[config.mk]
export PLATFORM = sky130hd
export DESIGN_NAME = frr_ctrl
export DESIGN_NICKNAME = d
export VERILOG_FILES = /design/src/rtl/frr_pkg.sv /design/src/rtl/frr_ctrl.sv
export SDC_FILE = /design/constraint.sdc
export NUM_CORES = 1
export LEC_CHECK = 0
export BUFFER_PORTS_ARGS = -buffer_cell sky130_fd_sc_hd__buf_2
export CORE_AREA = 2 2 39 41
export DETAILED_ROUTE_END_ITERATION = 12
export DIE_AREA = 0 0 41 43
export GPL_ROUTABILITY_DRIVEN = 0
export PLACE_DENSITY = 0.43
export SLEW_MARGIN = 20
export SYNTH_ARGS = -nofsm -noshare
export SYNTH_HDL_FRONTEND = slang
export SYNTH_SLANG_ARGS = --single-unit
[constraint.sdc]
create_clock -name clk -period 1.2 [get_ports clk]
set_input_delay 0.06 -clock clk [delete_from_list [all_inputs] [get_ports clk]]
set_output_delay 0.06 -clock clk [all_outputs]
set_load 0.01 [all_outputs]
[src/rtl/frr_pkg.sv]
// Shared types and constants for the right-angle frame rotator.
// Used by frr_ctrl, frr_datapath and frame_rotate_right_angle; depends on nothing.
`timescale 1ns / 1ps

package frr_pkg;

    localparam int MAX_WIDTH    = 64;
    localparam int MAX_HEIGHT   = 64;
    localparam int MAX_CHANNELS = 4;
    localparam int MAX_DIM      = (MAX_WIDTH > MAX_HEIGHT) ? MAX_WIDTH : MAX_HEIGHT;
    localparam int STORE_DEPTH  = MAX_WIDTH * MAX_HEIGHT * MAX_CHANNELS;

    // Field and register widths.
    localparam int SAMPLE_W = 8;
    localparam int SIZE_W   = 7;
    localparam int CHCNT_W  = 3;
    localparam int MODE_W   = 2;
    localparam int CFG_IDX_W = 2;
    localparam int CFG_DATA_W = 7;

    // Internal widths.
    localparam int DIM_W    = $clog2(MAX_DIM);
    localparam int CH_W     = (MAX_CHANNELS > 1) ? $clog2(MAX_CHANNELS) : 1;
    localparam int LIN_W    = $clog2(MAX_WIDTH * MAX_HEIGHT);
    localparam int ADDR_W   = $clog2(STORE_DEPTH);
    localparam int PROD1_W  = DIM_W + SIZE_W;
    localparam int PROD2_W  = LIN_W + CHCNT_W;

    // Register indexes.
    localparam logic [CFG_IDX_W-1:0] REG_MODE     = 2'd0;
    localparam logic [CFG_IDX_W-1:0] REG_WIDTH    = 2'd1;
    localparam logic [CFG_IDX_W-1:0] REG_HEIGHT   = 2'd2;
    localparam logic [CFG_IDX_W-1:0] REG_CHANNELS = 2'd3;

    // Rotation modes.
    localparam logic [MODE_W-1:0] MODE_ROT90  = 2'd0;
    localparam logic [MODE_W-1:0] MODE_ROT180 = 2'd1;
    localparam logic [MODE_W-1:0] MODE_ROT270 = 2'd2;
    localparam logic [MODE_W-1:0] MODE_ALIAS  = 2'd3;

    // Input commands.
    localparam logic CMD_WRITE = 1'b0;
    localparam logic CMD_READ  = 1'b1;

    // Controller to datapath.
    typedef struct packed {
        logic ready;
        logic mul;
        logic addr;
        logic rd;
        logic load_out;
    } frr_cmd_t;

    // Datapath to controller.
    typedef struct packed {
        logic read_start;
        logic out_free;
    } frr_status_t;

endpackage

[src/rtl/frr_ctrl.sv]
// Sequencer for the read path of the frame rotator.
// Depends on frr_pkg for the command and status structs.
`timescale 1ns / 1ps

module frr_ctrl
    import frr_pkg::*;
(
    input  logic        clk,
    input  logic        rst_n,
    input  frr_status_t status,
    output frr_cmd_t    cmd
);

    typedef enum logic [2:0] {
        ST_IDLE,
        ST_MUL,
        ST_ADDR,
        ST_READ,
        ST_OUT
    } state_t;

    state_t state_reg, state_next;
    logic   ready_reg, ready_next;

    always_comb
    begin
        state_next = state_reg;
        ready_next = ready_reg;
        case (state_reg)
            ST_IDLE:
            begin
                if (status.read_start)
                begin
                    state_next = ST_MUL;
                    ready_next = 1'b0;
                end
            end
            ST_MUL:  state_next = ST_ADDR;
            ST_ADDR: state_next = ST_READ;
            ST_READ: state_next = ST_OUT;
            ST_OUT:
            begin
                // The result waits here until the output register is free.
                if (status.out_free)
                begin
                    state_next = ST_IDLE;
                    ready_next = 1'b1;
                end
            end
            default:
            begin
                state_next = ST_IDLE;
                ready_next = 1'b1;
            end
        endcase
    end

    always_ff @(posedge clk or negedge rst_n)
    begin
        if (!rst_n)
        begin
            state_reg <= ST_IDLE;
            ready_reg <= 1'b1;
        end
        else
        begin
            state_reg <= state_next;
            ready_reg <= ready_next;
        end
    end

    always_comb
    begin
        cmd.ready    = ready_reg;
        cmd.mul      = (state_reg == ST_MUL);
        cmd.addr     = (state_reg == ST_ADDR);
        cmd.rd       = (state_reg == ST_READ);
        cmd.load_out = (state_reg == ST_OUT) && status.out_free;
    end

endmodule

==> results of run 1 <==
how the worst max path moves through the flow:
stage | depth (start not counted) | to | startpoint | slack (ps)
after floorplan | 2 | state_reg[2] | state_reg[1] | 240
after global placement | 3 | cmd[0] | state_reg[0] | 230
after detailed placement | 3 | cmd[0] | state_reg[0] | 230
after CTS | 3 | cmd[0] | state_reg[0] | 8
after global routing | 3 | cmd[0] | state_reg[1] | -20
final | 3 | cmd[0] | state_reg[1] | 20
area by class of cell:
type                            instances  area [um2]  area share, %
Inverter                                2        7.51           2.43
Timing Repair Buffer                    9        56.3           18.2
Sequential cell                         4         104           33.6
Clock buffer                            4        26.3           8.50
Multi-Input combinational cell         13        95.1           30.8
Tap cell                               16        20.0           6.48
worst reg2reg max path: cells and delay by family (launching register included):
family | cells | cell delay (ps)
compound gates | 1 | 180
flops | 1 | 470
simple gates | 1 | 220
cell families (layout without fill, tap and decap cells):
| logic type | after synthesis | in the layout | synth area share, % |
|---|---|---|---|
| simple gates | 10 | 10 | 28.6 |
| flops | 4 | 4 | 48.2 |
| buf+inv | 4 | 15 | 10.7 |
| compound gates | 2 | 2 | 8.33 |
| xor+xnor | 1 | 1 | 4.17 |
repair_timing:
action                                  CTS  global route
endpoints found under the hold margin     4             0
endpoints found under the setup margin    1             1
hold buffers                              1             0
gates resized for setup                   3             2
pin swaps                                 0             2
layer usage:
| layer | vias up | share of wire, % | track usage (%) |
|---|---|---|---|
| li1 | 92 | - | - |
| met1 | 87 | 34 | 4.50 |
| met2 | 6 | 57 | 9.69 |
| met3 | 2 | 4.0 | 3.14 |
| met4 | 0 | 4.2 | 12.0 |
| met5 | - | 0 | 0 |
per-stage QoR:
step	instances	TNS (ps)	utilization (%)	hold WS [ps]
floorplan	21	0	-	-236
global placement	43	0	18.4	-132
detailed placement	43	0	18.4	-131
CTS	48	0	21.6	5.88
global route	48	-15.9	22.3	19.1
finish	48	0	22.3	11.5
cell usage after synthesis (all sizes together):
cell,count,share of area [%]
dfrtp,3,36
inv,2,3.6
and3b,1,4.2
nor3b,2,7.1
a31o,1,4.2
xnor2,1,4.2
and3,1,3.6
nor2,4,8.3
dfstp,1,13
nor4,1,3.0
nor3,1,2.4
a311oi,1,4.2
buf,2,7.1
power groups by stage:
stage | Combinational [mW] | Clock, mW | Sequential (mW)
global placement | 0.293 | 0 | 0.330
finish | 0.319 | 0.185 | 0.349
floorplan | 0.277 | 0 | 0.279
global route | 0.358 | 0.200 | 0.368
CTS | 0.313 | 0.193 | 0.350
detailed placement | 0.303 | 0 | 0.331
==> metrics.md, run 1 <==
| Metric | Value |
|---|---|
| Count of mapped cells out of synthesis | 21 |
| Number of buffers created by CTS | 3 |
| Wirelength per Cell | 9.38 um |
| Smallest setup slack after layout | 23.5 ps |
| Detailed Routing Iterations Pass 1 | 3 |
| Gr ovfl total | 0 |
| Clk network pwr share | 21.6% |
| Total global routing track utilization | 6.93% |
| Seq cells post-synth | 4 |
| Share of power burned in combinational logic | 37.4% |
| Num Clock Sinks | 4 |
| Filler instances | 161 |
| Per-instance average area after synthesis | 10.0 um2 |
| Number of pins with negative max-slew slack in the final report | 0 |
| Most common cell after layout, fill and taps aside | sky130_fd_sc_hd__buf_2 |
| Initial antenna violation count | 0 |
| Cell at the slowest stage of the critical path | sky130_fd_sc_hd__dfrtp_2 |
| Int Pwr | 0.524 mW |
| Worst IR drop on VDD | 395 uV |
| Cell-by-cell listing of the critical path | nor2_4 > and3_4 > buf_6 |
| Startpoint Class | flop |
| Wirelength, routed | 450 um |
| Type of the worst setup path | reg2out |
| Worst r2r dst | state_reg[2] |
| Ant diodes | 0 |
| Fraction of the yosys area taken by sequential cells | 48.2% |
| Clock transition at the registers of the reported paths | 40 ps |
| Clock tree root driver cell | sky130_fd_sc_hd__clkbuf_4 |
| Horizontal die dimension | 41 um |
| RSZ-0062 raised after global routing | true |
| Slew at the pin with the worst max-slew slack | 264 ps |
| Via total after detailed routing | 187 |
| Maximum net fanout on the critical path | 7 |
| PD cells | 2760 nW/um2 |
| CP bufs+invs | 1 |
| Max-slew headroom | 82.2% |
| Highest achievable clock rate | 0.850 GHz |
| Capture endpoint of the worst hold path | ready_reg |
| Post-route clock skew | 1.32 ps |
| Vias per cell | 3.90 |
| Final cycle utilization of the critical path | 98.0% |
| Core area | 1380 um2 |
| CTS H-tree depth | 1 |
| Number of cells traversed by the worst register-to-register path | 2 |
| Pre-CTS setup slack | 229 ps |
| Number of design rule violations left after detail routing | 0 |
| Via count of the first global-routing pass | 187 |
| Path category of the worst min-delay check | in2reg |
| Static leakage | 0.140 nW |
| Number of flip-flops under the largest register name | 3 |
| Net switching component of the power | 0.329 mW |
| Signal arrival time at the worst endpoint | 1120 ps |
| Post-layout instance area | 309 um2 |
| Setup slack on the worst flop-to-flop path | 220 ps |
| Net count of the mapped netlist | 25 |
| Net switching fraction of the power | 38.5% |
| Overall power of the completed layout | 0.853 mW |
| Post-synthesis cell area | 210 um2 |
| Antenna Violating Nets Remaining | 0 |
| Leading cell types in the layout, fill and taps excluded | sky130_fd_sc_hd__buf_2, sky130_fd_sc_hd__nor2_1, sky130_fd_sc_hd__clkbuf_4 |
| Top Family by Delay on Critical Path | flip-flops |
| Total Die Area | 1760 um2 |
| DP Wirelength | 352 um |
| Synthesis-to-finish area growth | 47.0% |
| Die height | 43 um |
| I/O Buffers | 8 |
| Syn. warnings | 0 |
| Maximum clock insertion buffer count | 2 |
| First-pass GRT wire length | 690 um |
| Hold Violations, Final | 0 |
| Clock tree from TritonCTS | done |
| Source of the worst register-to-register timing path | state_reg[2] |
| Area of placed instances | 255 um2 |
| Delay of the slowest cell on the worst path | 460 ps |
| Capturing element type of the critical path | output port |
| Detailed router's first-iteration violation count | 2 |
| Count of cell types in the netlist | 14 |
| Max-cap viol count | 0 |
| Outcome | finished, final reports clean |
| Final-stage net count | 37 |
| Source of the worst hold timing path | status[1] |
| IO Count | 9 |
| Post-CTS Setup Bufs | 0 |
| Final count of negative-setup-slack endpoints | 0 |
| Fraction of final layout cells sized beyond drive strength 1 | 50.0% |
| Clock latency of the later-clocked register in the worst-skew pair | 240 ps |
| Pin count of the biggest net entering global routing | 10 |
| Data required time at the worst endpoint | 1140 ps |
| Initial core utilization | 15.2% |
| Portion of total power attributed to sequential cells | 40.9% |
| Min-Delay Path Depth | 2 |
| Cell Rows | 14 |
| Minimum clock period after layout | 1180 ps |
(Power assumes the default switching activity.)
==> inputs of run 2 (changes only) <==
--- a/config.mk
+++ b/config.mk
@@ -5,12 +5,13 @@
 export SDC_FILE = /design/constraint.sdc
 export NUM_CORES = 1
 export LEC_CHECK = 0
+export ABC_AREA = 1
 export BUFFER_PORTS_ARGS = -buffer_cell sky130_fd_sc_hd__buf_2
 export CORE_AREA = 2 2 39 41
 export DETAILED_ROUTE_END_ITERATION = 12
 export DIE_AREA = 0 0 41 43
 export GPL_ROUTABILITY_DRIVEN = 0
-export PLACE_DENSITY = 0.43
+export PLACE_DENSITY = 0.45
 export SLEW_MARGIN = 20
 export SYNTH_ARGS = -nofsm -noshare
 export SYNTH_HDL_FRONTEND = slang
==> metrics.md, run 2 <==
| Metric | Value |
|---|---|
| Num Clock Sinks | 4 (unchanged) |
| Fraction of final layout cells sized beyond drive strength 1 | 48.9% (-1.1 points) |
| Core area | 1380 um2 (unchanged) |
| Most used standard cell by instance count after synthesis | sky130_fd_sc_hd__inv_1 |
| Worst IR drop on VDD | 757 uV (+92%) |
| Number of cells traversed by the worst register-to-register path | 7 (+5) |
| Source of the worst register-to-register timing path | state_reg[0] |
| Area occupied by multi-input gates | 103 um2 (+7.9%) |
| Number of pins with negative max-slew slack in the final report | 0 (unchanged) |
| Startpoint Class | flop |
| Type of the worst setup path | reg2out |
| Share of power burned in combinational logic | 51.3% (+14 points) |
| Area of placed instances | 290 um2 (+14%) |
| Maximum clock insertion buffer count | 2 (unchanged) |
| Most used DFF post-synth | sky130_fd_sc_hd__dfrtp_1 |
| Horizontal die dimension | 41 um (unchanged) |
| Final count of negative-setup-slack endpoints | 0 (unchanged) |
| Most common cell after layout, fill and taps aside | sky130_fd_sc_hd__buf_2 |
| Async set-or-reset flop fraction in the synthesized netlist | 100% (unchanged) |
| Hold Violations, Final | 0 (unchanged) |
| Synthesis-to-finish area growth | 52.6% |
| Via count of the first global-routing pass | 195 (+4.3%) |
| Clock latency of the later-clocked register in the worst-skew pair | 230 ps (about the same) |
| Setup slack on the worst flop-to-flop path | 100 ps (-120 ps) |
| Initial core utilization | 17.2% (+2.0 points) |
| Clock transition at the registers of the reported paths | 40 ps (about the same) |
| Met2 track demand over resource | 8.44% (-1.2 points) |
| Post-synthesis cell area | 238 um2 (+13%) |
| Seq cells post-synth | 4 (unchanged) |
| Commonest cells in the netlist | sky130_fd_sc_hd__inv_1, sky130_fd_sc_hd__nand2_1, sky130_fd_sc_hd__dfrtp_1, sky130_fd_sc_hd__nor2_1 |
| Initial antenna violation count | 0 (unchanged) |
| Number of flip-flops under the largest register name | 3 (unchanged) |
| Highest-utilization routing layer at the global route stage | met2 |
| PD cells | 2760 nW/um2 (-0.10%) |
| I/O Buffers | 8 (unchanged) |
| Portion of total power attributed to sequential cells | 30.7% (-10 points) |
| Ant diodes | 0 (unchanged) |
| Int Pwr | 0.577 mW (+10%) |
| Share of Yosys cell area claimed by the top area cell type | 31.6% (-4.1 points) |
| Detailed Routing Iterations Pass 1 | 2 (-1) |
| Die height | 43 um (unchanged) |
| Filler instances | 168 (+4.3%) |
| Total Die Area | 1760 um2 (unchanged) |
| Per-instance average area after synthesis | 7.43 um2 (-26%) |
| Antenna Violating Nets Remaining | 0 (unchanged) |
| Maximum net fanout on the critical path | 4 (-3) |
| Wirelength, routed | 494 um (+9.8%) |
| Vias per cell | 3.78 (-3.0%) |
| Cell Rows | 14 (unchanged) |
| Number of synthesized flops with an enable pin | 0 (unchanged) |
| Area taken by flip-flops and latches | 104 um2 (unchanged) |
| Synth area leaders | sky130_fd_sc_hd__dfrtp_1, sky130_fd_sc_hd__inv_1, sky130_fd_sc_hd__dfstp_2, sky130_fd_sc_hd__nand2_1, sky130_fd_sc_hd__nand3_2 |
| Signal arrival time at the worst endpoint | 1080 ps (-40 ps) |
| Net switching fraction of the power | 42.3% (+3.8 points) |
| Path category of the worst min-delay check | in2async |
| Worst r2r dst | state_reg[0] |
| Non-filler cells, final | 63 (+31%) |
| DP Wirelength | 372 um (+5.8%) |
| Total instance count after detailed placement | 55 (+28%) |
| Total global routing track utilization | 6.25% (-0.68 points) |
| Number of buffers created by CTS | 3 (unchanged) |
| Syn. warnings | 0 (unchanged) |
| CTS H-tree depth | 1 (unchanged) |
| Net count of the mapped netlist | 36 (+44%) |
| Post-layout instance area | 363 um2 (+17%) |
| Count of mapped cells out of synthesis | 32 (+52%) |
| Leading cell types in the layout, fill and taps excluded | sky130_fd_sc_hd__buf_2, sky130_fd_sc_hd__inv_1, sky130_fd_sc_hd__nand2_1 |
| Net switching component of the power | 0.423 mW (+29%) |
| Number of design rule violations left after detail routing | 0 (unchanged) |
| Cell accounting for the most synthesized area | sky130_fd_sc_hd__dfrtp_1 |
| Critical path destination | cmd[0] |
| Slew at the pin with the worst max-slew slack | 176 ps (-88.1 ps) |
| Clock tree root driver cell | sky130_fd_sc_hd__clkbuf_4 |
| Fraction of the yosys area taken by sequential cells | 42.6% (-5.6 points) |
| IO Count | 9 (unchanged) |
| Final cycle utilization of the critical path | 95.4% (-2.7 points) |
| Max-cap viol count | 0 (unchanged) |
| Critical path launch point | state_reg[0] |
| Clock tree from TritonCTS | done |
| Clk network pwr share | 18.0% (-3.6 points) |
| Count of cell types in the netlist | 13 (-1) |
| Pin count of the biggest net entering global routing | 7 (-3) |
| Data required time at the worst endpoint | 1140 ps (about the same) |
| Highest achievable clock rate | 0.874 GHz (+2.8%) |
| Outcome | finished, final reports clean |
| Capturing element type of the critical path | output port |
| Detailed router's first-iteration violation count | 1 (-1) |
| Static leakage | 0.198 nW (+42%) |
| Final-stage net count | 52 (+41%) |
| Via total after detailed routing | 238 (+27%) |
| Minimum clock period after layout | 1140 ps (-32.1 ps) |
| Wirelength per Cell | 7.84 um (-16%) |
| Post-route clock skew | 3.15 ps (+1.84 ps) |
| Global-route met1 utilization | 6.51% (+2.0 points) |
| Global routing met3 resource utilization | 3.14% (unchanged) |
| Max-slew headroom | 88.1% (+5.9 points) |
| Gr ovfl total | 0 (unchanged) |
| First-pass GRT wire length | 676 um (-2.0%) |
run 2: cell types whose count changed in the layout (fill, tap and decap cells not counted), sizes merged, moves of 2 or more:
cell / change
nand2: +6
nor3b: -2
o21ai: +3
inv: +6
nand3: +4
buf: +3
run 2: repair_timing:
item                       CTS  global route
pin swaps                    0             1
resized for setup            0             5
setup buffers                1             2
setup endpoints to repair    1             3
cloned                       0             0
hold buffers                 1             0
hold endpoints to repair     4             0
run 2: cells by family after synthesis:
family | share of synthesized area [%]
and+or+nand+nor | 32.1
buffers and inverters | 19.0
DFF | 42.6
AOI/OAI and AO/OA | 6.31
run 2: layer usage:
| layer | vias up | wire (um) |
|---|---|---|
| met3 | 0 | 34 |
| li1 | 125 | - |
| met1 | 107 | 224 |
| met4 | 0 | 0 |
| met2 | 6 | 236 |
| met5 | - | 0 |
run 2: worst max-delay path: stages, from the launching register on:
cell	delay, ps
sky130_fd_sc_hd__dfrtp_2	430
sky130_fd_sc_hd__nor4_2	260
sky130_fd_sc_hd__buf_2	160
run 2: worst min-delay path by stage:
stage                               to  depth (start not counted)
after floorplan           state_reg[0]                          0
after global placement    state_reg[2]                          1
after CTS                 state_reg[2]                          2
after detailed placement  state_reg[0]                          1
after global routing      state_reg[1]                          2
final                     state_reg[1]                          2
run 2: power by group through the flow:
stage	logic, mW	registers, mW	clock network [mW]
6_report	0.513	0.307	0.180
5_1_grt	0.570	0.315	0.200
4_1_cts	0.447	0.287	0.192
3_5_place_dp	0.416	0.292	0
3_3_place_gp	0.412	0.293	0
2_1_floorplan	0.318	0.275	0
run 2: metrics by stage:
stage	hold WS [ps]	util, %	power, mW	worst slack [ps]	setup TNS [ps]
after floorplan	-236	-	0.593	262	0
after global placement	-128	21.0	0.705	200	0
after detailed placement	-131	21.0	0.708	207	0
after CTS	144	24.1	0.926	11.4	0
after global routing	158	26.2	1.09	-21.7	-21.7
final	154	26.2	1.00	55.5	0
run 2: final cells by class:
type	count	share of cell area, %
inverters	9	10.3
flip-flops and latches	4	28.6
clock buffers	4	7.24
repair buffers	12	20.0
multi-input cells	18	28.3
well taps	16	5.52
==> inputs of run 3 (changes only) <==
--- a/config.mk
+++ b/config.mk
@@ -11,7 +11,8 @@
 export DETAILED_ROUTE_END_ITERATION = 12
 export DIE_AREA = 0 0 41 43
 export GPL_ROUTABILITY_DRIVEN = 0
-export PLACE_DENSITY = 0.45
+export PLACE_DENSITY = 0.47
+export REMOVE_ABC_BUFFERS = 1
 export SLEW_MARGIN = 20
 export SYNTH_ARGS = -nofsm -noshare
 export SYNTH_HDL_FRONTEND = slang
==> constraint.sdc (replaced) <==
create_clock -name clk -period 1 [get_ports clk]
set_input_delay 0.05 -clock clk [delete_from_list [all_inputs] [get_ports clk]]
set_output_delay 0.05 -clock clk [all_outputs]
set_load 0.01 [all_outputs]
==> metrics.md, run 3 (synthesis results as in run 2) <==
| Metric | Value |
|---|---|
| Highest achievable clock rate | 0.882 GHz |
| Hold Violations, Final | 0 (unchanged) |
| Die height | 43 um (unchanged) |
| Cell-by-cell listing of the critical path | nor2_2 > inv_1 > nor2_1 > buf_2 |
| Pre-CTS setup slack | 16.5 ps (-190 ps) |
| Antenna Violating Nets Remaining | 0 (unchanged) |
| Smallest setup slack after layout | -133 ps (-189 ps) |
| Number of buffers created by CTS | 3 (unchanged) |
| Ant diodes | 0 (unchanged) |
| Gr ovfl total | 0 (unchanged) |
| First-pass GRT wire length | 952 um (+41%) |
| Leading cell types in the layout, fill and taps excluded | sky130_fd_sc_hd__buf_2, sky130_fd_sc_hd__buf_4, sky130_fd_sc_hd__inv_1, sky130_fd_sc_hd__nand2_1, sky130_fd_sc_hd__clkbuf_4 |
| Number of pins with negative max-slew slack in the final report | 0 (unchanged) |
| Synthesis-to-finish area growth | 65.8% |
| Highest-utilization routing layer at the global route stage | met2 |
| Cell at the slowest stage of the critical path | sky130_fd_sc_hd__dfrtp_2 |
| Total instance count after detailed placement | 55 (unchanged) |
| Clock tree root driver cell | sky130_fd_sc_hd__clkbuf_4 |
| Wirelength per Cell | 8.73 um (+11%) |
| Final standard cell utilization of the core | 28.5% (+2.3 points) |
| Clock latency of the later-clocked register in the worst-skew pair | 230 ps (about the same) |
| Data required time at the worst endpoint | 950 ps (-190 ps) |
| Static leakage | 0.217 nW (+9.6%) |
| Maximum net fanout on the critical path | 4 (unchanged) |
| Via total after detailed routing | 256 (+7.6%) |
| Most common cell after layout, fill and taps aside | sky130_fd_sc_hd__buf_2 |
| Final-stage net count | 56 (+7.7%) |
| Capturing element type of the critical path | output port |
| Minimum clock period after layout | 1130 ps |
| Detailed router's first-iteration violation count | 4 (+3) |
| Num Clock Sinks | 4 (unchanged) |
| RSZ-0062 raised after global routing | true |
| Post-route clock skew | 2.68 ps (-0.477 ps) |
| Vias per cell | 3.82 (+1.1%) |
| Area of placed instances | 290 um2 (unchanged) |
| Type of the worst setup path | reg2out |
| Violated checks | negative setup slack |
| Post-layout instance area | 394 um2 (+8.6%) |
| Total Die Area | 1760 um2 (unchanged) |
| Signal arrival time at the worst endpoint | 1080 ps (about the same) |
| Slew at the pin with the worst max-slew slack | 189 ps (+13.0 ps) |
| Total global routing track utilization | 8.36% (+2.1 points) |
| Non-filler cells, final | 67 (+6.3%) |
| Met2 track demand over resource | 12.2% (+3.7 points) |
| I/O Buffers | 8 (unchanged) |
| Cell Rows | 14 (unchanged) |
| CTS H-tree depth | 1 (unchanged) |
| Wirelength, routed | 585 um (+18%) |
| Overall power of the completed layout | 1.39 mW (+39%) |
| Number of design rule violations left after detail routing | 0 (unchanged) |
| DP Wirelength | 376 um (+1.2%) |
| Fraction of final layout cells sized beyond drive strength 1 | 54.9% (+6.0 points) |
| Number of flip-flops under the largest register name | 3 (unchanged) |
| Horizontal die dimension | 41 um (unchanged) |
| IO Count | 9 (unchanged) |
| Setup TNS | -638 ps (-638 ps) |
| Post-route worst hold slack | 147 ps (-6.38 ps) |
| Clock tree from TritonCTS | done |
| Worst IR drop on VDD | 967 uV (+28%) |
| Final cycle utilization of the critical path | 113% |
| Detailed Routing Iterations Pass 1 | 4 (+2) |
| Max-cap viol count | 0 (unchanged) |
| Global-route met1 utilization | 9.42% (+2.9 points) |
| Pin count of the biggest net entering global routing | 5 (-2) |
| Max-slew headroom | 87.3% (-0.88 points) |
| Outcome | complete, but fails checks |
| Global routing met3 resource utilization | 1.57% (-1.6 points) |
| Via count of the first global-routing pass | 254 (+30%) |
| Initial antenna violation count | 0 (unchanged) |
| PD cells | 3520 nW/um2 (+28%) |
| Startpoint Class | flop |
| Maximum clock insertion buffer count | 2 (unchanged) |
| Core area | 1380 um2 (unchanged) |
| Clock transition at the registers of the reported paths | 40 ps (about the same) |
| Final count of negative-setup-slack endpoints | 7 (+7) |
| Delay of the slowest cell on the worst path | 420 ps (about the same) |
| Path category of the worst min-delay check | in2async |
| Initial core utilization | 17.2% (unchanged) |
[run 3: layout make-up]
type | count | area (um2)
clock buffer | 4 | 26.3
fill | 161 | 990
inverter | 9 | 37.5
multi-input combinational | 18 | 105
sequential | 4 | 103
tap | 16 | 20.0
timing repair buffer | 16 | 103
[run 3: path summary, 6_finish.rpt]
kind | from | slack [ps] | to | cells after the start
worst max register to register | state_reg[0] | -90 | state_reg[0] | 7
worst min-delay path | rst_n | 150 | state_reg[1] | 2
min in group clk | status[1] | 190 | ready_reg | 6
worst max-delay path | state_reg[0] | -130 | cmd[2] | 4
max in group asynchronous | rst_n | 650 | ready_reg | 2
worst min register to register | ready_reg | 460 | ready_reg | 2
[run 3: per-layer routing]
layer / routed length [um] / vias up
li1: - / 135
met1: 233 / 112
met2: 304 / 7
met3: 33 / 2
met4: 12 / 0
met5: 0 / -
[run 3: repair_timing]
item                                    CTS  global route
buffers inserted                          6             1
endpoints found under the setup margin    4             7
hold buffers                              1             0
endpoints found under the hold margin     4             0
pin swaps                                 3             0
gates resized for setup                   4             2
[run 3: critical path: cells and delay by family, from the launching register on]
family	cells	cell delay (ps)
AND/OR/NAND/NOR	2	240
buffers and inverters	2	200
flip-flops	1	420
[run 3: power breakdown]
group | total (mW) | internal, mW | switching [mW]
Sequential | 0.345 | 0.260 | 0.0846
Combinational | 0.827 | 0.409 | 0.419
Clock | 0.214 | 0.150 | 0.0640
Total | 1.39 | 0.818 | 0.567
